## src/hdl/md5_pkg.sv

```systemverilog
package md5_pkg;

    localparam int WORD_W    = 32;
    localparam int IDX_W     = 4;
    localparam int ADDR_W    = IDX_W + 1;
    localparam int BUF_DEPTH = 1 << ADDR_W;
    localparam int ROUNDS    = 64;
    localparam int RND_W     = 6;

    typedef logic [WORD_W-1:0] word_t;
    typedef logic [RND_W-1:0]  rnd_t;

    // Status of the block queue as seen by the compression engine.
    typedef struct packed {
        logic avail;   // at least one complete block waits in the buffer
        logic last;    // the waiting block closes a message
        logic bank;    // buffer half that holds it
    } md5_blk_t;

    localparam word_t INIT_A = 32'h67452301;
    localparam word_t INIT_B = 32'hefcdab89;
    localparam word_t INIT_C = 32'h98badcfe;
    localparam word_t INIT_D = 32'h10325476;

    localparam word_t SINE_K [ROUNDS] = '{
        32'hd76aa478, 32'he8c7b756, 32'h242070db, 32'hc1bdceee,
        32'hf57c0faf, 32'h4787c62a, 32'ha8304613, 32'hfd469501,
        32'h698098d8, 32'h8b44f7af, 32'hffff5bb1, 32'h895cd7be,
        32'h6b901122, 32'hfd987193, 32'ha679438e, 32'h49b40821,
        32'hf61e2562, 32'hc040b340, 32'h265e5a51, 32'he9b6c7aa,
        32'hd62f105d, 32'h02441453, 32'hd8a1e681, 32'he7d3fbc8,
        32'h21e1cde6, 32'hc33707d6, 32'hf4d50d87, 32'h455a14ed,
        32'ha9e3e905, 32'hfcefa3f8, 32'h676f02d9, 32'h8d2a4c8a,
        32'hfffa3942, 32'h8771f681, 32'h6d9d6122, 32'hfde5380c,
        32'ha4beea44, 32'h4bdecfa9, 32'hf6bb4b60, 32'hbebfbc70,
        32'h289b7ec6, 32'heaa127fa, 32'hd4ef3085, 32'h04881d05,
        32'hd9d4d039, 32'he6db99e5, 32'h1fa27cf8, 32'hc4ac5665,
        32'hf4292244, 32'h432aff97, 32'hab9423a7, 32'hfc93a039,
        32'h655b59c3, 32'h8f0ccc92, 32'hffeff47d, 32'h85845dd1,
        32'h6fa87e4f, 32'hfe2ce6e0, 32'ha3014314, 32'h4e0811a1,
        32'hf7537e82, 32'hbd3af235, 32'h2ad7d2bb, 32'heb86d391
    };

    // Left-rotate amounts, indexed by {round group, round mod 4}.
    localparam logic [4:0] ROT_AMT [16] = '{
        5'd7, 5'd12, 5'd17, 5'd22,
        5'd5, 5'd9,  5'd14, 5'd20,
        5'd4, 5'd11, 5'd16, 5'd23,
        5'd6, 5'd10, 5'd15, 5'd21
    };

    // Message word used by a round.
    function automatic logic [IDX_W-1:0] msg_idx(input rnd_t r);
        logic [IDX_W-1:0] lo;
        lo = r[IDX_W-1:0];
        case (r[RND_W-1:IDX_W])
            2'd0:    msg_idx = lo;
            2'd1:    msg_idx = IDX_W'(lo * 4'd5 + 4'd1);
            2'd2:    msg_idx = IDX_W'(lo * 4'd3 + 4'd5);
            default: msg_idx = IDX_W'(lo * 4'd7);
        endcase
    endfunction

    function automatic logic [4:0] rot_of(input rnd_t r);
        rot_of = ROT_AMT[{r[5:4], r[1:0]}];
    endfunction

    // Round function F, G, H or I depending on the group of sixteen rounds.
    function automatic word_t round_fn(input rnd_t r, input word_t b, input word_t c,
                                       input word_t d);
        case (r[RND_W-1:IDX_W])
            2'd0:    round_fn = (b & c) | (~b & d);
            2'd1:    round_fn = (d & b) | (~d & c);
            2'd2:    round_fn = b ^ c ^ d;
            default: round_fn = c ^ (b | ~d);
        endcase
    endfunction

    function automatic word_t rotl(input word_t x, input logic [4:0] s);
        logic [2*WORD_W-1:0] dbl;
        dbl = {x, x} << s;
        rotl = dbl[2*WORD_W-1:WORD_W];
    endfunction

endpackage

```

## src/hdl/md5_ram.sv

```systemverilog
module md5_ram #(
    parameter int WIDTH = 32,
    parameter int DEPTH = 32
) (
    input  logic                     aclk,
    input  logic                     wr_en,
    input  logic [$clog2(DEPTH)-1:0] wr_addr,
    input  logic [WIDTH-1:0]         wr_data,
    input  logic [$clog2(DEPTH)-1:0] rd_addr,
    output logic [WIDTH-1:0]         rd_data
);

    logic [WIDTH-1:0] mem_reg [DEPTH];
    logic [WIDTH-1:0] rd_data_reg;

    always_ff @(posedge aclk) begin
        if (wr_en) begin
            mem_reg[wr_addr] <= wr_data;
        end
        rd_data_reg <= mem_reg[rd_addr];
    end

    assign rd_data = rd_data_reg;

endmodule

```

## src/hdl/md5_front.sv

```systemverilog
module md5_front (
    input  logic                       aclk,
    input  logic                       aresetn,
    input  logic                       s_tvalid,
    output logic                       s_tready,
    input  md5_pkg::word_t             s_word,
    input  logic                       s_tlast,
    output logic                       wr_en,
    output logic [md5_pkg::ADDR_W-1:0] wr_addr,
    output md5_pkg::word_t             wr_data,
    input  logic                       blk_release,
    output md5_pkg::md5_blk_t          blk
);
    import md5_pkg::*;

    logic [IDX_W-1:0] word_cnt_reg;
    logic             wr_bank_reg;
    logic             rd_bank_reg;
    logic [1:0]       fill_reg;
    logic [1:0]       fill_next;
    logic [1:0]       last_reg;
    logic             accept;
    logic             block_done;

    // Two buffer halves: one fills while the engine works on the other.
    assign s_tready   = (fill_reg != 2'd2);
    assign accept     = s_tvalid && s_tready;
    assign block_done = accept && (word_cnt_reg == IDX_W'(15));

    assign wr_en   = accept;
    assign wr_addr = {wr_bank_reg, word_cnt_reg};
    assign wr_data = s_word;

    always_comb begin
        fill_next = fill_reg;
        if (block_done && !blk_release) begin
            fill_next = fill_reg + 2'd1;
        end else if (!block_done && blk_release) begin
            fill_next = fill_reg - 2'd1;
        end
    end

    always_ff @(posedge aclk) begin
        if (!aresetn) begin
            word_cnt_reg <= '0;
            wr_bank_reg  <= 1'b0;
            rd_bank_reg  <= 1'b0;
            fill_reg     <= 2'd0;
            last_reg     <= 2'b00;
        end else begin
            if (accept) begin
                word_cnt_reg <= word_cnt_reg + IDX_W'(1);
            end
            if (block_done) begin
                // Only the end flag on the closing word of a block counts.
                last_reg[wr_bank_reg] <= s_tlast;
                wr_bank_reg           <= ~wr_bank_reg;
            end
            if (blk_release) begin
                rd_bank_reg <= ~rd_bank_reg;
            end
            fill_reg <= fill_next;
        end
    end

    assign blk.avail = (fill_reg != 2'd0);
    assign blk.last  = last_reg[rd_bank_reg];
    assign blk.bank  = rd_bank_reg;

endmodule

```

## src/hdl/md5_back.sv

```systemverilog
module md5_back (
    input  logic                       aclk,
    input  logic                       aresetn,
    input  md5_pkg::md5_blk_t          blk,
    output logic                       blk_release,
    output logic [md5_pkg::ADDR_W-1:0] rd_addr,
    input  md5_pkg::word_t             rd_data,
    output logic                       m_tvalid,
    input  logic                       m_tready,
    output logic [4*md5_pkg::WORD_W-1:0] m_tdata
);
    import md5_pkg::*;

    typedef enum logic [1:0] {
        ST_IDLE,
        ST_ROUND,
        ST_FINISH
    } state_t;

    state_t state_reg;
    rnd_t   round_reg;
    rnd_t   round_next;
    word_t  a_reg, b_reg, c_reg, d_reg;
    word_t  b_next;
    word_t  pre_reg;
    word_t  pre_next;
    word_t  cv_a_reg, cv_b_reg, cv_c_reg, cv_d_reg;
    word_t  sum_a, sum_b, sum_c, sum_d;
    word_t  t_sum;
    logic [4*WORD_W-1:0] out_data_reg;
    logic   out_valid_reg;
    logic   out_free;
    logic   digest_load;

    assign round_next = round_reg + RND_W'(1);

    // Next round's word is addressed ahead of the registered read.
    always_comb begin
        case (state_reg)
            ST_ROUND: rd_addr = {blk.bank, msg_idx(round_next)};
            default:  rd_addr = {blk.bank, IDX_W'(0)};
        endcase
    end

    // pre_reg already holds A + K for this round.
    assign t_sum    = round_fn(round_reg, b_reg, c_reg, d_reg) + pre_reg + rd_data;
    assign b_next   = b_reg + rotl(t_sum, rot_of(round_reg));
    assign pre_next = d_reg + SINE_K[round_next];

    assign sum_a = cv_a_reg + a_reg;
    assign sum_b = cv_b_reg + b_reg;
    assign sum_c = cv_c_reg + c_reg;
    assign sum_d = cv_d_reg + d_reg;

    assign out_free    = !out_valid_reg || m_tready;
    assign blk_release = (state_reg == ST_FINISH) && (!blk.last || out_free);
    assign digest_load = blk_release && blk.last;

    always_ff @(posedge aclk) begin
        if (!aresetn) begin
            state_reg     <= ST_IDLE;
            round_reg     <= '0;
            out_valid_reg <= 1'b0;
            cv_a_reg      <= INIT_A;
            cv_b_reg      <= INIT_B;
            cv_c_reg      <= INIT_C;
            cv_d_reg      <= INIT_D;
        end else begin
            if (out_valid_reg && m_tready && !digest_load) begin
                out_valid_reg <= 1'b0;
            end
            case (state_reg)
                ST_IDLE: begin
                    if (blk.avail) begin
                        a_reg     <= cv_a_reg;
                        b_reg     <= cv_b_reg;
                        c_reg     <= cv_c_reg;
                        d_reg     <= cv_d_reg;
                        pre_reg   <= cv_a_reg + SINE_K[0];
                        round_reg <= '0;
                        state_reg <= ST_ROUND;
                    end
                end
                ST_ROUND: begin
                    a_reg     <= d_reg;
                    b_reg     <= b_next;
                    c_reg     <= b_reg;
                    d_reg     <= c_reg;
                    pre_reg   <= pre_next;
                    round_reg <= round_next;
                    if (round_reg == RND_W'(ROUNDS - 1)) begin
                        state_reg <= ST_FINISH;
                    end
                end
                ST_FINISH: begin
                    if (blk_release) begin
                        if (blk.last) begin
                            out_data_reg  <= {sum_d, sum_c, sum_b, sum_a};
                            out_valid_reg <= 1'b1;
                            cv_a_reg      <= INIT_A;
                            cv_b_reg      <= INIT_B;
                            cv_c_reg      <= INIT_C;
                            cv_d_reg      <= INIT_D;
                        end else begin
                            cv_a_reg <= sum_a;
                            cv_b_reg <= sum_b;
                            cv_c_reg <= sum_c;
                            cv_d_reg <= sum_d;
                        end
                        state_reg <= ST_IDLE;
                    end
                end
                default: state_reg <= ST_IDLE;
            endcase
        end
    end

    assign m_tvalid = out_valid_reg;
    assign m_tdata  = out_data_reg;

endmodule

```

## src/hdl/md5_block_hash.sv

```systemverilog
// MD5 compression engine for already padded messages.
// Input requests carry one 32-bit little-endian message word in s_tdata; s_tlast
// marks words of the final block of a message, and only its value on the sixteenth
// word of a block is used. Sixteen words make one 512-bit block.
// The front end writes words into one half of a two-block buffer at one word per
// cycle while the compression engine works on the other half, so up to two full
// blocks may wait before s_tready falls.
// Each block takes a start step, 64 rounds on a single round unit (one round per
// cycle) and a finish step that adds into the chaining value. The sustained rate
// is therefore set by that round unit; the engine takes the next block only after
// the finish step of the current one. After the closing block of a message the
// digest is loaded into the output register when the finish step releases the
// block, and m_tvalid is driven from that register. Non-final blocks give no
// result request.
// When the receiver stalls, the digest is held in the output register; the engine
// waits at the end of the next closing block until that register is free, and
// input requests keep flowing until both buffer halves are full.
// Reset clears the word count, the buffer occupancy and the output valid, and sets
// the chaining value to the MD5 initial values; buffer contents are left as they are.
module md5_block_hash (
    input  logic         aclk,
    input  logic         aresetn,
    input  logic         s_tvalid,
    output logic         s_tready,
    input  logic [31:0]  s_tdata,   // [31:0] message_word
    input  logic         s_tlast,   // message_end
    output logic         m_tvalid,
    input  logic         m_tready,
    output logic [127:0] m_tdata    // [31:0] digest_a, [63:32] digest_b,
                                    // [95:64] digest_c, [127:96] digest_d
);
    import md5_pkg::*;

    logic              wr_en;
    logic [ADDR_W-1:0] wr_addr;
    word_t             wr_data;
    logic [ADDR_W-1:0] rd_addr;
    word_t             rd_data;
    logic              blk_release;
    md5_blk_t          blk;

    md5_front u_front (
        .aclk        (aclk),
        .aresetn     (aresetn),
        .s_tvalid    (s_tvalid),
        .s_tready    (s_tready),
        .s_word      (s_tdata),
        .s_tlast     (s_tlast),
        .wr_en       (wr_en),
        .wr_addr     (wr_addr),
        .wr_data     (wr_data),
        .blk_release (blk_release),
        .blk         (blk)
    );

    // Two 16-word halves of the message buffer.
    md5_ram #(
        .WIDTH (WORD_W),
        .DEPTH (BUF_DEPTH)
    ) u_buf (
        .aclk    (aclk),
        .wr_en   (wr_en),
        .wr_addr (wr_addr),
        .wr_data (wr_data),
        .rd_addr (rd_addr),
        .rd_data (rd_data)
    );

    md5_back u_back (
        .aclk        (aclk),
        .aresetn     (aresetn),
        .blk         (blk),
        .blk_release (blk_release),
        .rd_addr     (rd_addr),
        .rd_data     (rd_data),
        .m_tvalid    (m_tvalid),
        .m_tready    (m_tready),
        .m_tdata     (m_tdata)
    );

    // The engine only hands back a buffer half that holds a complete block.
    assert property (@(posedge aclk) disable iff (!aresetn)
        blk_release |-> blk.avail)
        else $error("buffer half released while none was full");

    // Input back-pressure only arises when a full block is waiting.
    assert property (@(posedge aclk) disable iff (!aresetn)
        !s_tready |-> blk.avail)
        else $error("input stalled with no block waiting");

    // A new digest is only presented when the engine retires a closing block.
    assert property (@(posedge aclk) disable iff (!aresetn)
        $rose(m_tvalid) |-> $past(blk_release && blk.last))
        else $error("digest presented without a finished closing block");

endmodule
```

## config.mk

```make
export PLATFORM = sky130hd
export DESIGN_NAME = md5_block_hash
export DESIGN_NICKNAME = d
export VERILOG_FILES = /design/src/hdl/md5_pkg.sv /design/src/hdl/md5_ram.sv /design/src/hdl/md5_front.sv /design/src/hdl/md5_back.sv /design/src/hdl/md5_block_hash.sv
export SDC_FILE = /design/constraint.sdc
export NUM_CORES = 2
export LEC_CHECK = 0
export BUFFER_PORTS_ARGS = -buffer_cell sky130_fd_sc_hd__buf_2
export CAP_MARGIN = 25
export CORE_ASPECT_RATIO = 0.5
export CORE_MARGIN = 2
export CORE_UTILIZATION = 55
export CTS_CLUSTER_DIAMETER = 80
export CTS_CLUSTER_SIZE = 30
export DETAILED_ROUTE_END_ITERATION = 12
export HOLD_SLACK_MARGIN = 0.03
export PLACE_DENSITY = 0.71
export SLEW_MARGIN = 15
export SYNTH_ARGS = -nofsm -noshare
export SYNTH_HDL_FRONTEND = slang
export SYNTH_HIERARCHICAL = 1
export SYNTH_SLANG_ARGS = --single-unit
```

## constraint.sdc

```tcl
create_clock -name aclk -period 12.9 [get_ports aclk]
set_input_delay 0 -clock aclk [delete_from_list [all_inputs] [get_ports aclk]]
set_output_delay 0 -clock aclk [all_outputs]
set_load 0.03 [all_outputs]
```

==> metrics.md <==
| Metric | Value |
|---|---|
| Outcome | `completed` |
| Power, Total | `about 8 mW` |
| Crit Path Max Fanout | `125` |
| Max reg flops | `between 1000 and 1500` |
| Yosys reg bits | `1491` |
| Max Slew Vio Count | `0` |
| Worst path max stage delay | `between 1000 and 1500 ps` |
| Crit. End Element | `flip-flop` |
| Total negative slack | `0 ps` |
| Period minus WS final | `roughly 10000 ps` |
| Total Wirelength | `233 mm` |
| Storage cell area | `0.0430 mm²` |
| PD cells | `~100 mW/mm²` |
| RSZ-0062 raised after global routing | `false` |
| Initial DRC count | `roughly 6300` |
| Crit path kind | `flip-flop to flip-flop` |
| P_leak | `~27 nW` |
| Setup ws final | `2860 ps` |
| Port Buffers | `166` |
| Grt ovf | `0` |
| Drt drc | `0` |
| CTS tree | `built` |
| Pin count of the biggest net entering global routing | `140` |
| Synth Cell Area | `about 0.076 mm²` |
| TritonCTS Sinks | `1491` |
| Clock skew | `~69 ps` |
| Min-Delay Path Depth | `4` |
| RR Endpoint | `u_back/b_reg[31]` |
| Achievable Freq | `about 100 MHz` |
| Top_reg_cell synth | `edfxtp_1` |
| Async SR Flop Fraction | `0%` |
| Site row count | `96` |
| Post-CTS Hold Fix Bufs | `38` |
| Routability cong. | `0.968` |
| VDD IR max | `~0.12 mV` |
| Commonest non-fill, non-tap cell in the layout | `edfxtp_1` |
| Setup WS pre-CTS | `approximately 3100 ps` |
| Syn-to-layout area delta | `6.34%` |
| Post-synth EDFFs | `~1300` |
| Initial antenna violation count | `15` |
| I/O pin total | `around 170` |
| Commonest cells after routing, fill and taps aside | `1312 x edfxtp_1, 769 x nand2_1, 572 x mux2i_1` |
| Launch point of the worst reg-to-reg path | `u_back/round_reg[4]` |
| Die ar. | `between 0.1 and 0.15 mm²` |
| CTS Buf Count | `58` |
| Starting density of the core | `a little under three fifths` |
| Multi-input gate area | `around 0.031 mm²` |
| First-pass GRT wire length | `approximately 340 mm` |
| Flop-to-flop setup slack | `2860 ps` |
| Final #Nets | `slightly below 7000` |
| Cell count after synthesis | `roughly 6600` |
| Share of layout cells above drive strength 1 | `between 7 and 8%` |
| Fin. Hold Viols | `0` |
| DIE WIDTH | `approximately 530 µm` |
| Crit path launch type | `flip-flop` |
| Worst hold path class | `input port to flip-flop` |
| Number of global-route vias before repair | `between 50000 and 60000` |
| Clk root buf | `clkbuf_16` |
| CP required | `between 10000 and 15000 ps` |
| Clock latency at the later pin of the worst-skew pair | `~770 ps` |
| Sequential element share of the synthesized area | `56.4%` |
| Final setup vio count | `0` |
| Post-DP HPWL | `roughly 150 mm` |
| Total number of vias | `approximately 55000` |
| Worst reg-to-reg path cell count | `31` |
| Post-CTS setup buffers | `0` |
| DR pass1 iterations | `6` |
| Mapped Nets | `6889` |
| Crit-path slowest cell | `dfxtp_4` |
| Max clock buf depth | `3` |
| Worst slew pin tran | `around 1200 ps` |
| Syn. warnings | `6` |
| Htree depth | `2` |
| Worst Hold Endpoint | `u_front/word_cnt_reg[1]` |
| Filler cells | `11200` |
| Worst Hold Launch | `s_tvalid` |
| Period utilization | `between 70 and 80%` |
| CP Data Arrival Time | `approximately 11000 ps` |
| Yosys cell types | `101` |
| Syn_area_per_cell | `between 10 and 15 µm²` |
| GRT Util Overall | `32.0%` |
| Vias per cell | `approximately 6.5` |
| Core box area | `between 0.1 and 0.15 mm²` |
| Post-CTS sizing | `0` |
| Max Cap Viol | `0` |
| Max-slew headroom | `a little under a quarter` |
| Clock slew seen by the registers of the worst setup and hold paths | `between 100 and 150 ps` |
| WL/cell | `around 27 µm` |
| Die height | `between 200 and 300 µm` |
| DRT antenna net count | `0` |
| CP dominant cell by count | `a21oi_1` |
-- report_power, final --
| part | internal (mW) | leakage [nW] | switching (mW) |
|---|---|---|---|
| sequential | 5.24 | 13.2 | 0.0228 |
| combinational | 0.206 | 13.2 | 0.367 |
| clock | 0.905 | 0.855 | 1.49 |
| total | 6.35 | 27.3 | 1.88 |
-- worst max-delay path by stage --
stage | start | to | slack (ps) | cells after the start
finish | u_back/round_reg[4] | u_back/b_reg[31] | 2860 | 31
global route | u_back/round_reg[4] | u_back/b_reg[31] | 2240 | 31
CTS | u_back/round_reg[4] | u_back/b_reg[31] | 3020 | 31
detailed placement | u_back/round_reg[4] | u_back/b_reg[31] | 3110 | 31
global placement | u_back/round_reg[4] | u_back/b_reg[31] | 3320 | 31
floorplan | u_front/rd_bank_reg | u_back/m_tdata[0] | 2350 | 5
-- final cells by class --
| class | instances | share of cell area, % |
|---|---|---|
| diodes | 3 | 0.00926 |
| clock buffers | 97 | 1.97 |
| clock inverters | 11 | 0.265 |
| inverters | 81 | 0.375 |
| multi-input cells | 4599 | 38.8 |
| flip-flops and latches | 1491 | 53.0 |
| well taps | 1862 | 2.87 |
| repair buffers | 318 | 2.70 |
-- per-stage QoR --
step,hold slack [ps],std cells,utilization [%],area [µm²]
after global routing,118,8460,59.0,81100
after CTS,51.4,8456,59.0,81000
after detailed placement,305,8310,57.4,78800
after floorplan,146,6568,-,76300
final,83.6,8462,59.0,81100
after global placement,286,8310,57.4,78800
-- cells by family after synthesis --
| kind of cell | share of synthesized area, % |
|---|---|
| XOR/XNOR | 2.87 |
| buffers and inverters | 2.92 |
| flip-flops | 56.4 |
| adder cells (fa/ha/maj) | 5.07 |
| AND/OR/NAND/NOR | 10.7 |
| AO/OA/AOI/OAI | 13.8 |
| multiplexers | 8.22 |
-- routing by layer --
metal	track usage, %	vias to the layer above	wire length (µm)
li1	-	24700	-
met1	44.7	27500	95400
met2	50.5	2769	105000
met3	5.24	474	22300
met4	12.2	6	10100
met5	0	-	41
-- cell usage after synthesis, drive strengths merged (97+ instances only) --
cell / count / area share [%]
mux2i: 573 / 7.5
buf: 162 / 1.4
a21oi: 492 / 3.2
xor2: 97 / 1.1
nand3: 190 / 1.2
dfxtp: 179 / 4.7
a31oi: 107 / 0.88
ha: 244 / 4.0
nor2: 389 / 1.9
xnor2: 149 / 1.7
edfxtp: 1312 / 52
nor3: 189 / 1.3
clkbuf: 235 / 1.2
a22oi: 159 / 1.6
o21ai: 272 / 1.8
nand2: 770 / 3.8
-- worst max-delay path: cells and delay by family, from the launching register on --
kind / cells / cell delay, ps
xor+xnor: 2 / 360
simple gates: 6 / 1550
compound gates: 17 / 4460
fa+ha+maj: 3 / 1310
mux: 2 / 460
flops: 1 / 1010
buf+inv: 1 / 500
Note: power is estimated with default switching activity, not from simulation.
